File: config.mk
export PLATFORM = sky130hd
export DESIGN_NAME = nnps_fifo
export DESIGN_NICKNAME = d
export VERILOG_FILES = /design/src/hdl/nnps_pkg.sv /design/src/hdl/nnps_fifo.sv
export SDC_FILE = /design/constraint.sdc
export NUM_CORES = 1
export LEC_CHECK = 0
export BUFFER_PORTS_ARGS = -buffer_cell sky130_fd_sc_hd__buf_2
export CAP_MARGIN = 15
export CORE_ASPECT_RATIO = 0.5
export CORE_MARGIN = 4
export CORE_UTILIZATION = 64
export CTS_BUF_LIST = sky130_fd_sc_hd__clkbuf_4 sky130_fd_sc_hd__clkbuf_8
export DETAILED_ROUTE_END_ITERATION = 16
export HOLD_SLACK_MARGIN = 0.03
export PLACE_DENSITY = 0.87
export SLEW_MARGIN = 20
export SYNTH_ARGS = -nofsm -noshare
export SYNTH_HDL_FRONTEND = slang
export SYNTH_SLANG_ARGS = --single-unit
File: constraint.sdc
create_clock -name aclk -period 4.3 [get_ports aclk]
set_input_delay 0.86 -clock aclk [delete_from_list [all_inputs] [get_ports aclk]]
set_output_delay 0.86 -clock aclk [all_outputs]
set_load 0.05 [all_outputs]
File: src/hdl/nnps_pkg.sv
package nnps_pkg;

    // Pixel word as it travels on the streams: red in the low byte, then green, then blue.
    localparam int PIX_W      = 24;
    localparam int CFG_IDX_W  = 2;
    localparam int CFG_DATA_W = 11;
    // Width of the factor, the divisor and the per-item result count.
    localparam int CNT_W      = 7;
    // The remainder of the output width division stays below the divisor (at most 64).
    localparam int REM_W      = 6;
    localparam int FIFO_DEPTH = 4;
    localparam int FIFO_AW    = $clog2(FIFO_DEPTH);

    typedef enum logic [CFG_IDX_W-1:0] {
        REG_SHRINK_MODE    = 2'd0,
        REG_ENLARGE_FACTOR = 2'd1,
        REG_SHRINK_DIVISOR = 2'd2,
        REG_INPUT_WIDTH    = 2'd3
    } cfg_reg_t;

    typedef enum logic {
        OP_PIXEL = 1'b0,
        OP_TICK  = 1'b1
    } opcode_t;

    // Settings and derived values that the front end needs.
    typedef struct packed {
        logic             busy;
        logic             shrink;
        logic [CNT_W-1:0] factor;
        logic [CNT_W-1:0] divisor;
        logic             ow_zero;
        logic [1:0]       pad_enl;
        logic [1:0]       pad_shr;
    } cfg_ctl_t;

    // One classified job: a pixel to be emitted count times.
    typedef struct packed {
        logic [PIX_W-1:0] pix;
        logic [CNT_W-1:0] count;
        logic             row_end;
        logic [1:0]       pad;
        logic             replaying;
    } entry_t;

endpackage

File: src/hdl/nnps_fifo.sv
module nnps_fifo (
    input  logic              aclk,
    input  logic              aresetn,
    input  logic              push,
    input  nnps_pkg::entry_t  push_entry,
    output logic              full,
    output logic              empty,
    input  logic              pop,
    output nnps_pkg::entry_t  head
);

    nnps_pkg::entry_t                 q_mem [nnps_pkg::FIFO_DEPTH];
    logic [nnps_pkg::FIFO_AW-1:0]     wr_ptr_reg;
    logic [nnps_pkg::FIFO_AW-1:0]     rd_ptr_reg;
    logic [nnps_pkg::FIFO_AW:0]       count_reg;

    assign full  = (32'(count_reg) == nnps_pkg::FIFO_DEPTH);
    assign empty = (count_reg == '0);
    assign head  = q_mem[rd_ptr_reg];

    always_ff @(posedge aclk) begin
        if (!aresetn) begin
            wr_ptr_reg <= '0;
            rd_ptr_reg <= '0;
            count_reg  <= '0;
        end else begin
            if (push) begin
                wr_ptr_reg <= wr_ptr_reg + nnps_pkg::FIFO_AW'(1);
            end
            if (pop) begin
                rd_ptr_reg <= rd_ptr_reg + nnps_pkg::FIFO_AW'(1);
            end
            if (push && !pop) begin
                count_reg <= count_reg + (nnps_pkg::FIFO_AW + 1)'(1);
            end else if (pop && !push) begin
                count_reg <= count_reg - (nnps_pkg::FIFO_AW + 1)'(1);
            end
        end
    end

    always_ff @(posedge aclk) begin
        if (push) begin
            q_mem[wr_ptr_reg] <= push_entry;
        end
    end

`ifndef SYNTHESIS
    a_no_push_when_full: assert property (@(posedge aclk) disable iff (!aresetn)
        push |-> (32'(count_reg) != nnps_pkg::FIFO_DEPTH))
        else $error("job queue written while full");

    a_no_pop_when_empty: assert property (@(posedge aclk) disable iff (!aresetn)
        pop |-> (count_reg != '0))
        else $error("job queue read while empty");
`endif

endmodule

==> metrics <==
Crit Path Max Fanout=24; total CTS buffers=17; Die Ht=73.8 µm; global-route wire length before repair=between 15000 and 20000 µm; critical path class=reg2out; TritonCTS clock tree=built; Yosys cell types=22; core footprint=a little over 8000 µm²; Largest register FFs=140; Post-synth top cells=edfxtp_1 (140), mux4_2 (30), and2_1 (9), dfxtp_1 (9); Worst-Skew Late Latency=420 ps; Synth async-reset ratio=0%; antenna violations before repair=0; final setup fails=0; Syn-to-layout area delta=16.0%; clk slew on worst S/H paths=80 ps; antenna cells=0; Synth Cell Area=5550 µm²; clk root buf=clkbuf_8; vias in the first global route=2802; Avg WL per Cell=between 20 and 25 µm; Cell Pwr Density=around 520 nW/µm²; DRC=0; post-synth top area share=75.8%; Fmax=306 MHz; leak pwr=roughly 2.2 nW; met2 Usage GRT=around a third; # rows=23; measured slew at the worst slew-check pin=929 ps; total power=3.33 mW; dominant synthesized flop cell=edfxtp_1; htree depth=4; Yosys top cell by area=edfxtp_1; syn nets=~270; post-layout minimum cycle time=between 3000 and 4000 ps; Final Skew=8.56 ps; crit path capture type=output port; antenna viol nets, final=0; largest net degree at the start of global routing=36; maxcap violations=0; GRT met3 Usage=6.70%; Filler cells=402; HPWL Detailed=between 5000 and 6000 µm; Synth warnings=0; CTS max path bufs=2; Max Slew Vio Count=0; met1 usage=26.9%; Mapped Cells=226; status=finished clean; setup_tns=0 ps; GR peak layer=met2; Die ar.=roughly 10000 µm²; post-synthesis register bit count=149; TritonCTS Sinks=149; initial DRC count=134; # nets final=359; relative slew slack=a little under two fifths; CTS Hold Bufs=0; Vias/cell=5.82; share of cells above drive strength 1=44.3%; die width=140 µm; DRT Pass-1 Iters=5; post-CTS sizing=0; Worst EP arrival=2410 ps; IO buf count=75; post-CTS setup buffers=0; EDFF count, synth=140; final worst-path cycle share=between 70% and 80%; Worst Hold Class=reg2reg; gr ovfl total=0; maximum vdd drop=approximately 0.00024 V; GP Congestion=slightly above 0.7; final WL=~10000 µm; GRT Total Usage=21.3%; Top Ports=76; RSZ-0062 raised after global routing=false; sequential share of the synthesized area=79.0%; Avg Cell Area, Syn=24.5 µm²; most area-consuming cells after synthesis=edfxtp_1 (76%), mux4_2 (12%), dfxtp_1 (3.2%); Initial Util=between 60% and 70%; vias=between 2000 and 3000; final hold viol count=0; Worst Path Required=3440 ps; cell with the most instances after synthesis=edfxtp_1; Startpoint Class=register
==> cell type report <==
class                      count  area (µm²)  share of cell area (%)
clock inverter                15         208                    3.23
tap                          112         140                    2.18
sequential                   149        4390                    68.2
clock buffer                  17         234                    3.64
timing repair buffer          77         390                    6.07
inverter                       4        15.0                   0.233
multi-input combinational     65        1060                    16.5
==> through the flow <==
stage / util, % / hold slack (ps) / worst slack, ps / area (µm²) / std cells
after floorplan: - / 472 / 1940 / 5550 / 226
after CTS: 78.5 / 542 / 958 / 6440 / 439
after global placement: 73.1 / 482 / 1480 / 5990 / 407
after global routing: 78.5 / 579 / 828 / 6440 / 439
final: 78.5 / 529 / 1030 / 6440 / 439
after detailed placement: 73.1 / 523 / 1420 / 5990 / 407
==> cells in the final DEF (no fill, tap or decap), drive strengths merged <==
master / count
clkbuf: 17
mux2i: 2
mux4: 35
fa: 1
inv: 4
bufinv: 4
and2: 9
xor2: 3
o21ai: 1
nor3: 1
nor3b: 1
clkinvlp: 4
nor2b: 2
clkinv: 7
nand2: 1
xnor2: 2
a21boi: 1
ha: 5
dfxtp: 9
edfxtp: 140
buf: 77
or3: 1
==> per-layer routing <==
| metal | vias up | share of wire, % |
|---|---|---|
| met5 | - | 0 |
| met4 | 0 | 1.7 |
| met3 | 16 | 6.5 |
| met2 | 93 | 52 |
| met1 | 1328 | 39 |
| li1 | 1119 | - |
==> cells by family after synthesis <==
kind of cell,share of synthesized area [%]
xor gates and xnor gates,0.789
buffers and inverters,1.92
adders and majority gates,1.49
and+or+nand+nor,1.65
AOI/OAI and AO/OA,0.225
DFF,79.0
muxes,14.9
==> critical path, stage by stage, from the launching register on <==
cell and delay (ps):
dfxtp_2 890, buf_4 340, mux4_2 520, buf_2 230
==> power by group <==
group | total (mW) | switching, mW | internal, mW | leakage [nW]
Combinational | 0.454 | 0.310 | 0.144 | 0.647
Sequential | 1.71 | 0.0488 | 1.66 | 1.36
Clock | 1.16 | 0.527 | 0.636 | 0.208
==> path summary, 6_finish.rpt <==
kind,start,to,slack (ps),depth (start not counted)
setup / recovery,register,head[0],1030,3
hold / removal,count_reg[2]$_SDFFE_PN0P_,count_reg[2]$_SDFFE_PN0P_,530,2
setup reg to reg,wr_ptr_reg[0]$_SDFFE_PN0P_,q_mem[0][24]$_DFFE_PP_,2530,3
hold reg to reg,count_reg[2]$_SDFFE_PN0P_,count_reg[2]$_SDFFE_PN0P_,530,2
Power figures use the tool's default switching activity.
