<file path="src/hdl/nnps_pkg.sv">
package nnps_pkg;

    // Pixel word as it travels on the streams: red in the low byte, then green, then blue.
    localparam int PIX_W      = 24;
    localparam int CFG_IDX_W  = 2;
    localparam int CFG_DATA_W = 11;
    // Width of the factor, the divisor and the per-item result count.
    localparam int CNT_W      = 7;
    // The remainder of the output width division stays below the divisor (at most 64).
    localparam int REM_W      = 6;
    localparam int FIFO_DEPTH = 4;
    localparam int FIFO_AW    = $clog2(FIFO_DEPTH);

    typedef enum logic [CFG_IDX_W-1:0] {
        REG_SHRINK_MODE    = 2'd0,
        REG_ENLARGE_FACTOR = 2'd1,
        REG_SHRINK_DIVISOR = 2'd2,
        REG_INPUT_WIDTH    = 2'd3
    } cfg_reg_t;

    typedef enum logic {
        OP_PIXEL = 1'b0,
        OP_TICK  = 1'b1
    } opcode_t;

    // Settings and derived values that the front end needs.
    typedef struct packed {
        logic             busy;
        logic             shrink;
        logic [CNT_W-1:0] factor;
        logic [CNT_W-1:0] divisor;
        logic             ow_zero;
        logic [1:0]       pad_enl;
        logic [1:0]       pad_shr;
    } cfg_ctl_t;

    // One classified job: a pixel to be emitted count times.
    typedef struct packed {
        logic [PIX_W-1:0] pix;
        logic [CNT_W-1:0] count;
        logic             row_end;
        logic [1:0]       pad;
        logic             replaying;
    } entry_t;

endpackage

</file>
<file path="src/hdl/nnps_cfg.sv">
module nnps_cfg #(
    parameter int MAX_WIDTH  = 1024,
    parameter int MAX_FACTOR = 64,
    parameter int WW         = 11
) (
    input  logic                                 aclk,
    input  logic                                 aresetn,
    input  logic                                 cfg_valid,
    output logic                                 cfg_ready,
    input  logic [nnps_pkg::CFG_IDX_W-1:0]       cfg_index,
    input  logic [nnps_pkg::CFG_DATA_W-1:0]      cfg_data,
    output nnps_pkg::cfg_ctl_t                   ctl,
    output logic [WW-1:0]                        width,
    output logic [WW-1:0]                        owd,
    output logic [WW-1:0]                        lstart
);

    localparam int SW = $clog2(WW + 1);

    logic                           shrink_reg, shrink_next;
    logic [nnps_pkg::CNT_W-1:0]     f_reg, f_next;
    logic [nnps_pkg::CNT_W-1:0]     d_reg, d_next;
    logic [WW-1:0]                  w_reg, w_next;
    logic                           busy_reg, busy_next;
    logic [SW-1:0]                  step_reg, step_next;
    logic [nnps_pkg::REM_W-1:0]     rem_reg, rem_next;
    logic [WW-1:0]                  quo_reg, quo_next;
    logic [nnps_pkg::CNT_W-1:0]     rem_sh;
    logic [nnps_pkg::CNT_W-1:0]     trial;
    logic [3:0]                     pad_prod;

    function automatic logic [nnps_pkg::CNT_W-1:0] clamp_factor(
        input logic [nnps_pkg::CNT_W-1:0] v
    );
        logic [nnps_pkg::CNT_W-1:0] r;
        if (v == '0) begin
            r = nnps_pkg::CNT_W'(1);
        end else if (32'(v) > MAX_FACTOR) begin
            r = nnps_pkg::CNT_W'(MAX_FACTOR);
        end else begin
            r = v;
        end
        return r;
    endfunction

    function automatic logic [WW-1:0] clamp_width(
        input logic [nnps_pkg::CFG_DATA_W-1:0] v
    );
        logic [WW-1:0] r;
        if (v == '0) begin
            r = WW'(1);
        end else if (32'(v) > MAX_WIDTH) begin
            r = WW'(MAX_WIDTH);
        end else begin
            r = WW'(v);
        end
        return r;
    endfunction

    assign cfg_ready = 1'b1;

    // Restoring division of the width by the divisor, one quotient bit a cycle.
    // The dividend shifts out of the top of quo_reg while quotient bits enter at the bottom.
    assign rem_sh = {rem_reg, quo_reg[WW-1]};
    assign trial  = rem_sh - d_reg;

    always_comb begin
        shrink_next = shrink_reg;
        f_next      = f_reg;
        d_next      = d_reg;
        w_next      = w_reg;
        busy_next   = busy_reg;
        step_next   = step_reg;
        rem_next    = rem_reg;
        quo_next    = quo_reg;
        if (busy_reg) begin
            if (rem_sh >= d_reg) begin
                rem_next = trial[nnps_pkg::REM_W-1:0];
                quo_next = {quo_reg[WW-2:0], 1'b1};
            end else begin
                rem_next = rem_sh[nnps_pkg::REM_W-1:0];
                quo_next = {quo_reg[WW-2:0], 1'b0};
            end
            step_next = step_reg - SW'(1);
            if (step_reg == SW'(1)) begin
                busy_next = 1'b0;
            end
        end
        if (cfg_valid) begin
            unique case (nnps_pkg::cfg_reg_t'(cfg_index))
                nnps_pkg::REG_SHRINK_MODE: begin
                    shrink_next = cfg_data[0];
                end
                nnps_pkg::REG_ENLARGE_FACTOR: begin
                    f_next = clamp_factor(cfg_data[nnps_pkg::CNT_W-1:0]);
                end
                nnps_pkg::REG_SHRINK_DIVISOR: begin
                    d_next = clamp_factor(cfg_data[nnps_pkg::CNT_W-1:0]);
                end
                nnps_pkg::REG_INPUT_WIDTH: begin
                    w_next = clamp_width(cfg_data);
                end
            endcase
            // Any write restarts the division with the new width.
            busy_next = 1'b1;
            step_next = SW'(WW);
            rem_next  = '0;
            quo_next  = w_next;
        end
    end

    always_ff @(posedge aclk) begin
        if (!aresetn) begin
            shrink_reg <= 1'b0;
            f_reg      <= nnps_pkg::CNT_W'(1);
            d_reg      <= nnps_pkg::CNT_W'(1);
            w_reg      <= WW'(1);
            busy_reg   <= 1'b0;
            step_reg   <= '0;
            rem_reg    <= '0;
            quo_reg    <= WW'(1);
        end else begin
            shrink_reg <= shrink_next;
            f_reg      <= f_next;
            d_reg      <= d_next;
            w_reg      <= w_next;
            busy_reg   <= busy_next;
            step_reg   <= step_next;
            rem_reg    <= rem_next;
            quo_reg    <= quo_next;
        end
    end

    // Row padding is the output width modulo four.
    assign pad_prod = {2'b00, w_reg[1:0]} * {2'b00, f_reg[1:0]};

    assign ctl.busy    = busy_reg;
    assign ctl.shrink  = shrink_reg;
    assign ctl.factor  = f_reg;
    assign ctl.divisor = d_reg;
    assign ctl.ow_zero = (32'(w_reg) < 32'(d_reg));
    assign ctl.pad_enl = pad_prod[1:0];
    assign ctl.pad_shr = quo_reg[1:0];

    assign width  = w_reg;
    assign owd    = w_reg - WW'(rem_reg);
    assign lstart = owd - WW'(d_reg);

endmodule

</file>
<file path="config.mk">
export PLATFORM = sky130hd
export DESIGN_NAME = nnps_cfg
export DESIGN_NICKNAME = d
export VERILOG_FILES = /design/src/hdl/nnps_pkg.sv /design/src/hdl/nnps_cfg.sv
export SDC_FILE = /design/constraint.sdc
export NUM_CORES = 1
export LEC_CHECK = 0
export BUFFER_PORTS_ARGS = -buffer_cell sky130_fd_sc_hd__buf_2
export CAP_MARGIN = 0
export CORE_ASPECT_RATIO = 1.2
export CORE_UTILIZATION = 59
export CTS_CLUSTER_SIZE = 25
export DETAILED_ROUTE_END_ITERATION = 16
export HOLD_SLACK_MARGIN = 0.15
export PLACE_DENSITY_LB_ADDON = 0.05
export SKIP_CTS_REPAIR_TIMING = 1
export SYNTH_ARGS = -nofsm -noshare
export SYNTH_HDL_FRONTEND = slang
export SYNTH_SLANG_ARGS = --single-unit
export TNS_END_PERCENT = 5
</file>
<file path="constraint.sdc">
create_clock -name aclk -period 11.7 [get_ports aclk]
set_clock_uncertainty 0.15 [all_clocks]
set_input_delay 2.925 -clock aclk [delete_from_list [all_inputs] [get_ports aclk]]
set_output_delay 2.925 -clock aclk [all_outputs]
set_load 0.03 [all_outputs]
</file>
==> run metrics <==
status=finished, final reports clean; clk root buf=clkbuf_8; Period minus WS final=6650 ps; Worst-path clk slew=90 ps; Post-Synth Adder-Cell Area=0.125; critical path's slowest cell=fa_1; relative slew slack=0.467; Post-Synthesis Cells=399; Max Cap Viol=0; Total GRT Usage=0.266; syn_area_per_cell=8.23 um2; count of final hold-check violations=0; Startpoint Class=flip-flop; first-pass GRT wire length=12700 um; XOR/XNOR Fraction of Synth Area=0.0557; post-synth top area share=0.293; Placer Congestion=0.827; multiplexer share of the synthesized area=0.0640; Worst EP arrival=3570 ps; met3 Use GR=0.0242; CTS Buffer Depth=2; class of the worst hold path=flip-flop to flip-flop; Pwr Density=151 nW/um2; ratio of cells with drive above 1 in the final layout=0.193; mapped cell area=3280 um2; count of final setup violators=0; CTS tree=yes; die width=70.1 um; f_max=0.150 GHz; Syn Nets=446; initial core utilization=0.615; Worst Max-Slew Pin Slew=795 ps; crit share post-route=0.568; largest area contributor in the netlist=dfxtp_1; final antenna-violating net count=0; Worst EP required=8630 ps; area grow syn2layout=14.1%; gr ovfl total=0; vias in the first global route=2741; cell row count=29; leak pwr=1.75 nW; fill count=461; largest family of logic cells by synthesized area=compound AO/OA/AOI/OAI gates; Post-synth EDFFs=0; WL final=7750 um; Final Power=0.565 mW; Synth cell types=54; antenna fix cells=0; H-tree levels=2; port bufs=69; CP max stage delay=430 ps; Post-Synth Simple-Gate Area=0.189; worst-path cell chain=inv_1, ha_1, inv_1, fa_1, a21o_2, a21oi_1, xnor2_1, ha_1, nand2_1, o21ai_0, or3_1, a31oi_1, nand4b_1, xnor2_1, buf_2; Via-to-Cell Ratio=5.74; ys flop type=dfxtp_1; initial antenna violation count=0; GR met2 Demand/Resource=0.475; Top-Level Pins=71; Setup crit end kind=output port; yosys warns=0; per-cell routed wire length=14.9 um; Nets=506; met1 usage=0.339; gr busiest metal=met2; Yosys reg bits=48; Die ar.=5870 um2; async set or reset register ratio after synthesis=0; hpwl dp=6010 um; Die H=83.7 um; CP max FO=6; core box area=5330 um2; Worst VDD drop=0.0866 mV; routed vias=2996; Seq. cell area=961 um2; Final Max Tran Viols=0; worst-skew pair later-pin latency=300 ps; clock tree sinks=48; DRC=0; DRT Pass-1 Iters=4; setup TNS=0 ps; Synth Area in Compound Gates=0.211; area occupied by multi-input gates=2120 um2; CTS buffer count=5; CP Class=flip-flop to output port; Seq/Total Area, Yosys=0.293; unrepaired setup endpoints after global routing=false; initial DRC count=109; top cells by area, synth=dfxtp_1, ha_1, mux2i_1; largest net degree at the start of global routing=34
## power by group
group          switching [mW]  total (mW)  internal [mW]
clock                  0.0573       0.122         0.0644
sequential             0.0103       0.183          0.172
combinational           0.169       0.261         0.0920
## logic make-up after synthesis
| group | after synthesis |
|---|---|
| DFF | 48 |
| and+or+nand+nor | 126 |
| adders and majority gates | 31 |
| buffers and inverters | 49 |
| AOI/OAI and AO/OA | 103 |
| muxes | 21 |
| other | 1 |
| xor gates and xnor gates | 20 |
## per-layer routing
metal  wire [um]  part of all wire  vias to the layer above
li1            -                 -                     1513
met1        3470              0.45                     1399
met2        3900              0.50                       76
met3         271             0.035                        8
met4         119             0.015                        0
met5           0                 0                        -
## per-stage QoR
| stage | area (um2) | hold slack [ps] | cells | setup slack [ps] | util |
|---|---|---|---|---|---|
| global route | 3750 | 382 | 522 | 4770 | 0.702 |
| detailed placement | 3630 | 330 | 514 | 5370 | 0.681 |
| CTS | 3750 | 352 | 522 | 5040 | 0.702 |
| floorplan | 3280 | 312 | 399 | 4940 | - |
| finish | 3750 | 351 | 522 | 5050 | 0.702 |
| global placement | 3630 | 318 | 514 | 5500 | 0.681 |
## cells in the mapped netlist (2+ instances only)
master / count
nor2b_1: 10
xor2_1: 7
nand2b_1: 5
and2_1: 2
nand3b_1: 3
buf_4: 5
a21oi_1: 26
o21ai_0: 27
nand4_1: 2
xnor2_1: 12
or4_1: 4
clkbuf_1: 10
o2111ai_1: 3
a31oi_1: 8
fa_1: 3
a21boi_0: 3
mux2i_1: 21
inv_1: 31
ha_1: 28
o211ai_1: 2
buf_1: 2
dfxtp_1: 48
nand2_1: 28
a21o_1: 7
o21a_1: 8
nand3_1: 12
nor3_1: 7
nor2_1: 43
and3_1: 3
o31a_1: 4
a211oi_1: 2
## worst max-delay path: cells and delay by family (launching register included)
kind            cells  cell delay [ps]
fa+ha+maj           3              890
simple gates        3              600
buf+inv             3              360
flops               1              360
xor+xnor            2              310
compound gates      4              750
## placed cells by master, fill, tap and decap left out, types with 7 or more instances in the layout
cell and count:
a21oi_1 26, dfxtp_1 48, a31oi_1 8, o21ai_0 27
inv_1 31, nand3_1 12, ha_1 28, nor2b_1 10
buf_2 69, nand2_1 28, mux2i_1 21, a21o_1 7
xnor2_1 12, nor3_1 7, nor2_1 43, o21a_1 8
xor2_1 7
## final cells by class
class | instances | share of cell area
Multi-Input combinational cell | 302 | 0.565
Sequential cell | 48 | 0.257
Timing Repair Buffer | 70 | 0.0942
Inverter | 32 | 0.0321
Tap cell | 62 | 0.0207
Clock buffer | 5 | 0.0184
Clock inverter | 3 | 0.0127
## path summary, 6_finish.rpt
kind                                       startpoint                      end  slack, ps  cells after the start
worst max-delay path            width[0]$_SDFFE_PN1P_               lstart[10]       5050                     15
worst min-delay path            f_reg[6]$_SDFFE_PN0P_    f_reg[6]$_SDFFE_PN0P_        350                      2
worst max register to register  d_reg[1]$_SDFFE_PN0P_  rem_reg[0]$_SDFFE_PP0P_       9060                      8
worst min register to register  f_reg[6]$_SDFFE_PN0P_    f_reg[6]$_SDFFE_PN0P_        350                      2
Power figures use the tool's default switching activity.
