===== config.mk =====
export PLATFORM = sky130hd
export DESIGN_NAME = nnps_back
export DESIGN_NICKNAME = d
export VERILOG_FILES = /design/src/hdl/nnps_pkg.sv /design/src/hdl/nnps_back.sv
export SDC_FILE = /design/constraint.sdc
export NUM_CORES = 1
export LEC_CHECK = 0
export BUFFER_PORTS_ARGS = -buffer_cell sky130_fd_sc_hd__buf_2
export CAP_MARGIN = 20
export CORE_UTILIZATION = 49
export CTS_CLUSTER_DIAMETER = 40
export DETAILED_ROUTE_END_ITERATION = 16
export HOLD_SLACK_MARGIN = 0.12
export PLACE_DENSITY = 0.83
export SLEW_MARGIN = 20
export SYNTH_ARGS = -nofsm -noshare
export SYNTH_HDL_FRONTEND = slang
export SYNTH_SLANG_ARGS = --single-unit

===== constraint.sdc =====
create_clock -name aclk -period 3.9 [get_ports aclk]
set_clock_uncertainty 0.1 [all_clocks]
set_input_delay 0.78 -clock aclk [delete_from_list [all_inputs] [get_ports aclk]]
set_output_delay 0.78 -clock aclk [all_outputs]
set_load 0.05 [all_outputs]

===== src/hdl/nnps_pkg.sv =====
package nnps_pkg;

    // Pixel word as it travels on the streams: red in the low byte, then green, then blue.
    localparam int PIX_W      = 24;
    localparam int CFG_IDX_W  = 2;
    localparam int CFG_DATA_W = 11;
    // Width of the factor, the divisor and the per-item result count.
    localparam int CNT_W      = 7;
    // The remainder of the output width division stays below the divisor (at most 64).
    localparam int REM_W      = 6;
    localparam int FIFO_DEPTH = 4;
    localparam int FIFO_AW    = $clog2(FIFO_DEPTH);

    typedef enum logic [CFG_IDX_W-1:0] {
        REG_SHRINK_MODE    = 2'd0,
        REG_ENLARGE_FACTOR = 2'd1,
        REG_SHRINK_DIVISOR = 2'd2,
        REG_INPUT_WIDTH    = 2'd3
    } cfg_reg_t;

    typedef enum logic {
        OP_PIXEL = 1'b0,
        OP_TICK  = 1'b1
    } opcode_t;

    // Settings and derived values that the front end needs.
    typedef struct packed {
        logic             busy;
        logic             shrink;
        logic [CNT_W-1:0] factor;
        logic [CNT_W-1:0] divisor;
        logic             ow_zero;
        logic [1:0]       pad_enl;
        logic [1:0]       pad_shr;
    } cfg_ctl_t;

    // One classified job: a pixel to be emitted count times.
    typedef struct packed {
        logic [PIX_W-1:0] pix;
        logic [CNT_W-1:0] count;
        logic             row_end;
        logic [1:0]       pad;
        logic             replaying;
    } entry_t;

endpackage


===== src/hdl/nnps_back.sv =====
module nnps_back (
    input  logic                          aclk,
    input  logic                          aresetn,
    input  nnps_pkg::entry_t              head,
    input  logic                          empty,
    output logic                          pop,
    output logic                          m_tvalid,
    input  logic                          m_tready,
    output logic [nnps_pkg::PIX_W-1:0]    m_tdata,
    output logic [3:0]                    m_tuser,
    output logic                          m_tlast
);

    logic [nnps_pkg::CNT_W-1:0]  k_reg, k_next;
    logic                        m_valid_reg, m_valid_next;
    logic [nnps_pkg::PIX_W-1:0]  tdata_reg;
    logic [3:0]                  tuser_reg;
    logic                        tlast_reg;

    logic                        out_free;
    logic                        emit;
    logic                        last_res;
    logic                        row_end;

    assign out_free = !m_valid_reg || m_tready;
    assign emit     = !empty && out_free;
    assign last_res = ((k_reg + nnps_pkg::CNT_W'(1)) == head.count);
    assign pop      = emit && last_res;
    assign row_end  = head.row_end && last_res;

    always_comb begin
        k_next       = k_reg;
        m_valid_next = m_valid_reg;
        if (emit) begin
            k_next       = last_res ? '0 : k_reg + nnps_pkg::CNT_W'(1);
            m_valid_next = 1'b1;
        end else if (m_tready) begin
            m_valid_next = 1'b0;
        end
    end

    always_ff @(posedge aclk) begin
        if (!aresetn) begin
            k_reg       <= '0;
            m_valid_reg <= 1'b0;
        end else begin
            k_reg       <= k_next;
            m_valid_reg <= m_valid_next;
        end
    end

    always_ff @(posedge aclk) begin
        if (emit) begin
            tdata_reg <= head.pix;
            tuser_reg <= {head.replaying, (row_end ? head.pad : 2'b00), row_end};
            tlast_reg <= last_res;
        end
    end

    assign m_tvalid = m_valid_reg;
    assign m_tdata  = tdata_reg;
    assign m_tuser  = tuser_reg;
    assign m_tlast  = tlast_reg;

`ifndef SYNTHESIS
    a_count_idle_when_empty: assert property (@(posedge aclk) disable iff (!aresetn)
        empty |-> (k_reg == '0))
        else $error("repeat count left running with no job queued");

    a_count_below_job: assert property (@(posedge aclk) disable iff (!aresetn)
        !empty |-> (k_reg < head.count))
        else $error("repeat count ran past the job length");

    a_count_restarts: assert property (@(posedge aclk) disable iff (!aresetn)
        pop |=> (k_reg == '0))
        else $error("repeat count not cleared after a job finished");
`endif

endmodule


==> flow_summary.json, run 1 <==
{
  "status": "finished with violations",
  "violations": "design-rule violations",
  "clk_path_buf_depth": 2,
  "hold_end": "k_reg[1]$_SDFFE_PN0P_",
  "rsz0062_at_grt": "no",
  "crit_path_start_kind": "register",
  "tightestPinTransition_ps": 644,
  "cpMaxStageDelayCell": "dfxtp_1",
  "cts-hold-fix-buffers": 0,
  "yosysWarningCount": 0,
  "vias": 1085,
  "drt_first_pass_iters": 10,
  "yosysSeqAreaShare_pct": 69.2,
  "r2r_slack_ps": 1590,
  "drv_slew": 0,
  "total_leakage_power_nw": 0.794,
  "wl_per_cell_um": 13.3,
  "ioPinCount": 70,
  "drcViolationCount": 18,
  "arrival_ps": 2510,
  "antenna_found_initial": 0,
  "fp.dieH_um": 57.1,
  "htree_levels": 2,
  "synth_largest_area_cell": "edfxtp_1",
  "switching_power_w": 0.000221,
  "root_buffer": "clkbuf_4",
  "tns_ps": 0,
  "numPortBuffers": 69,
  "clock_sinks": 37,
  "fin_crit_sh_pct": 87.0,
  "switching_share_pct": 26.4,
  "cts_made_buffers": 5,
  "synthTopCellsByArea": "edfxtp_1 (58%), dfxtp_1 (11%), xnor2_1 (4.7%)",
  "slew_headroom_pct": 57.0,
  "syn_avg_cell_area_um2": 13.8,
  "rr_worst_depth": 7,
  "grt_pass1_vias": 1007,
  "die_area_mm2": 0.00327,
  "die-width_um": 57.1,
  "path_buf_inv": 1,
  "cts-resized-gates": 0,
  "ir_worst_vdd_uv": 324,
  "clk_pin_slew_worst_paths_ps": 100,
  "power_density_mw_per_mm2": 432,
  "synth_seq_cells": 37,
  "hold_violations": 0,
  "grt_pass1_wl_mm": 4.31,
  "min-delay-start": "k_reg[1]$_SDFFE_PN0P_",
  "netlist_instances": 108,
  "internal-power_w": 0.000616,
  "areaGrowthSynthToFinish_pct": 30.1,
  "cp_max_fo": 14,
  "crit_path_cell_trace": "ha_1, nand3_2, or2_1, xnor2_1, o311ai_4, nor2_1, buf_2",
  "p_seq_share_pct": 54.3,
  "nets": 222,
  "synth_cell_types": 28,
  "drtIter0Drc": 40,
  "layout_common_cells": "buf_2 (69), edfxtp_1 (29), nand2_1 (16), xnor2_1 (8), dfxtp_1 (8)",
  "place.gp.congestion": 0.705,
  "crit_required_ps": 3020,
  "rr_startpoint": "k_reg[0]$_SDFFE_PN0P_",
  "timing.fmax_ghz": 0.295,
  "dp_hpwl_mm": 2.17,
  "r2r-end": "m_tuser[2]$_SDFFCE_PN0P_",
  "wl_mm": 2.85,
  "viasPerCell": 5.07,
  "cts_setup_buffers": 0,
  "drive_gt1_share_pct": 46.4,
  "min_path_cells": 2,
  "grt-ovfl-total": 0,
  "rows": 19,
  "largest_reg_flops": 24,
  "cp-end-kind": "output pin",
  "grt_max_degree": 23,
  "insertion_delay_ps": 330,
  "final_common_cell": "buf_2",
  "grt.total_usage_pct": 18.2,
  "clockPowerShare_pct": 29.8,
  "critical_path_class": "register to output pin",
  "cts_tree": "yes",
  "syn-cell-area_mm2": 0.00149,
  "core_mm2": 0.00283,
  "timing.final.crit_period_ps": 3390,
  "cp_top_family": "simple AND/OR/NAND/NOR gates",
  "total_power_w": 0.000836,
  "final_antenna_net_count": 0,
  "setup_viol": 0,
  "synth_nets": 148,
  "antenna-diode-count": 0,
  "drv_cap": 0,
  "hp-class": "register to register",
  "synth_top_area_share_pct": 58.4,
  "critPathMaxStageDelay_ps": 440,
  "final_core_util_pct": 68.5,
  "combPwrFrac_pct": 15.9,
  "start_util_pct": 52.7
}
how the worst max path moves through the flow:
stage | startpoint | end | slack, ps | cells after the start
global route | k_reg[0]$_SDFFE_PN0P_ | pop | 360 | 7
floorplan | head[8] | pop | 650 | 6
detailed placement | head[8] | pop | 780 | 7
CTS | k_reg[0]$_SDFFE_PN0P_ | pop | 480 | 7
finish | k_reg[0]$_SDFFE_PN0P_ | pop | 510 | 7
global placement | head[8] | pop | 860 | 7
power by group through the flow:
stage,combinational (W),clock [W],sequential [W]
2_1_floorplan,0.0000284,0,0.000527
3_3_place_gp,0.000130,0,0.000462
3_5_place_dp,0.000134,0,0.000464
4_1_cts,0.000134,0.000259,0.000454
5_1_grt,0.000140,0.000276,0.000456
6_report,0.000133,0.000249,0.000454
cell usage after synthesis:
cell	number
nor2_1	2
nand2_1	16
buf_4	1
inv_2	1
clkbuf_1	1
nand3_2	3
edfxtp_1	29
inv_1	3
a21oi_1	5
nor3_1	4
nor3_2	1
a31oi_1	4
nand3_1	4
nand2b_1	2
xnor2_1	8
nor2_2	1
nor4_4	1
or2_1	2
buf_6	1
dfxtp_1	8
nor3b_1	2
or3_1	1
ha_1	1
xor2_1	2
o21ai_1	1
o311ai_4	1
and2_1	2
nor2b_1	1
worst min-delay path, stage by stage, from the launching register on:
cell and delay, ps:
dfxtp_1 350, nand2_1 60, a21oi_1 50
cell type report:
class / count / area (um2)
Timing Repair Buffer: 70 / 353
Fill cell: 206 / 891
Clock inverter: 3 / 41.3
Inverter: 4 / 15.0
Clock buffer: 5 / 37.5
Multi-Input combinational cell: 64 / 422
Tap cell: 31 / 38.8
Sequential cell: 37 / 1030
metal layers:
| layer | wire length [um] | vias up | track usage [%] |
|---|---|---|---|
| met5 | 0 | - | 0 |
| met4 | 66 | 0 | 10.8 |
| met3 | 232 | 9 | 4.99 |
| met2 | 1480 | 54 | 32.6 |
| met1 | 1070 | 487 | 19.0 |
| li1 | - | 535 | - |
cells by family after synthesis:
logic type | count (synthesis) | synth area share (%)
flip-flops | 37 | 69.2
adder cells (fa/ha/maj) | 1 | 0.839
XOR/XNOR | 10 | 5.88
AO/OA/AOI/OAI | 11 | 5.46
buffers and inverters | 7 | 2.52
AND/OR/NAND/NOR | 42 | 16.1
through the flow:
step           hold WS, ps  setup slack, ps  cells  instance area, um2
2_1_floorplan          361              653    108                1490
4_1_cts                412              478    214                1940
3_5_place_dp           397              785    206                1860
3_3_place_gp           380              859    206                1860
6_report               409              505    214                1940
5_1_grt                433              359    214                1940
No activity file was read; power rests on OpenSTA's default activity.
==> run 2, diff against run 1 <==
==> constraint.sdc (replaced) <==
create_clock -name aclk -period 3.9 [get_ports aclk]
set_clock_uncertainty 0.1 [all_clocks]
set_input_delay 0.78 -clock aclk [delete_from_list [all_inputs] [get_ports aclk]]
set_output_delay 0.78 -clock aclk [all_outputs]
set_load 0.005 [all_outputs]
==> flow_summary.json, run 2 (synthesized netlist as in run 1, its figures left out) <==
{
  "status": "finished with violations",
  "violations": "design-rule violations",
  "core_mm2": 0.00283,
  "cts-resized-gates": 0,
  "antenna-diode-count": 0,
  "timing.final.crit_period_ps": 3240,
  "cts_tree": "yes",
  "clk_path_buf_depth": 2,
  "grt-ovfl-total": 0,
  "rows": 19,
  "timing.fmax_ghz": 0.308,
  "place_area_mm2": 0.00186,
  "numPortBuffers": 69,
  "total_power_w": 0.000857,
  "crit_path_cell_trace": "ha_1, nand3_2, or2_1, xnor2_1, o311ai_4, nor2_1, buf_2",
  "clk_pin_slew_worst_paths_ps": 110,
  "ioPinCount": 70,
  "arrival_ps": 2360,
  "tightestPinTransition_ps": 635,
  "grt.total_usage_pct": 18.4,
  "hold_violations": 0,
  "hp-class": "register to register",
  "cp_max_fo": 14,
  "drv_cap": 0,
  "htree_levels": 2,
  "slew_headroom_pct": 57.6,
  "root_buffer": "clkbuf_4",
  "path_buf_inv": 1,
  "layout_common_cells": "buf_2 (69), edfxtp_1 (29), nand2_1 (16), xnor2_1 (8), dfxtp_1 (8)",
  "largest_reg_flops": 24,
  "grt_max_degree": 23,
  "rsz0062_at_grt": "no",
  "critical_path_class": "register to output pin",
  "cts_made_buffers": 5,
  "place.gp.congestion": 0.699,
  "clock_sinks": 37,
  "critPathMaxStageDelay_ps": 450,
  "setup_viol": 0,
  "drtIter0Drc": 34,
  "antenna_found_initial": 0,
  "nets": 222,
  "final_antenna_net_count": 0,
  "grt_pass1_wl_mm": 4.33,
  "vias": 1080,
  "grt_pass1_vias": 973,
  "cpMaxStageDelayCell": "dfxtp_1",
  "drive_gt1_share_pct": 47.0,
  "dp_hpwl_mm": 2.09,
  "crit_path_start_kind": "register",
  "tns_ps": 0,
  "areaGrowthSynthToFinish_pct": 31.9,
  "drv_slew": 0,
  "final_common_cell": "buf_2",
  "insertion_delay_ps": 340,
  "wl_mm": 2.78,
  "viasPerCell": 5.05,
  "fp.dieH_um": 57.1,
  "cp_top_family": "simple AND/OR/NAND/NOR gates",
  "die-width_um": 57.1,
  "cp-end-kind": "output pin",
  "wl_per_cell_um": 13.0,
  "crit_required_ps": 3020,
  "total_leakage_power_nw": 0.811,
  "cts_setup_buffers": 0,
  "power_density_mw_per_mm2": 436,
  "start_util_pct": 52.7,
  "final_design_area_no_fill_mm2": 0.00197,
  "fillCellCount": 205,
  "cts-hold-fix-buffers": 0,
  "fin_crit_sh_pct": 83.1,
  "drcViolationCount": 18,
  "ir_worst_vdd_uv": 225,
  "drt_first_pass_iters": 11,
  "die_area_mm2": 0.00327
}
run 2: cell types whose count changed in the layout (fill, tap and decap cells not counted):
cell,delta
clkinvlp_4,-1
bufinv_16,+1
inv_6,+1
clkinv_1,-1
run 2: cell type report:
type	instances	area, um2	share of cell area (%)
sequential	37	1030	52.5
multi-input combinational	64	422	21.5
timing repair buffer	70	353	18.0
clock inverter	3	68.8	3.50
tap	31	38.8	1.97
clock buffer	5	37.5	1.91
inverter	4	15.0	0.764
run 2: metrics by stage:
stage	std cells	setup slack [ps]	hold WS, ps	utilization [%]
after detailed placement	206	966	390	65.7
after global routing	214	501	436	69.5
after CTS	214	651	407	69.5
after floorplan	108	1200	361	-
after global placement	206	1000	380	65.7
final	214	657	406	69.5
run 2: path summary, 6_finish.rpt:
path                    startpoint                        to  slack [ps]  cells past startpoint
max reg2reg  k_reg[0]$_SDFFE_PN0P_  m_tuser[2]$_SDFFCE_PN0P_        1590                      7
min reg2reg  m_tvalid$_SDFFE_PN0P_     m_tvalid$_SDFFE_PN0P_         410                      2
min          m_tvalid$_SDFFE_PN0P_     m_tvalid$_SDFFE_PN0P_         410                      2
max          k_reg[0]$_SDFFE_PN0P_                       pop         660                      7
run 2: report_power, final:
part,switching [W],internal (W)
registers,0.00000669,0.000447
clock network,0.000129,0.000202
logic,0.0000371,0.0000352
total,0.000173,0.000684
run 2: metal layers:
metal | vias up | track usage (%) | wire, um
met2 | 52 | 32.3 | 1370
met5 | - | 0 | 0
met1 | 490 | 19.6 | 1090
met4 | 0 | 7.32 | 44
met3 | 7 | 7.94 | 278
li1 | 531 | - | -
run 2: worst min-delay path: cells and delay by family, from the launching register on:
kind	cells	cell delay (ps)
AOI/OAI and AO/OA	1	70
and+or+nand+nor	1	80
DFF	1	320
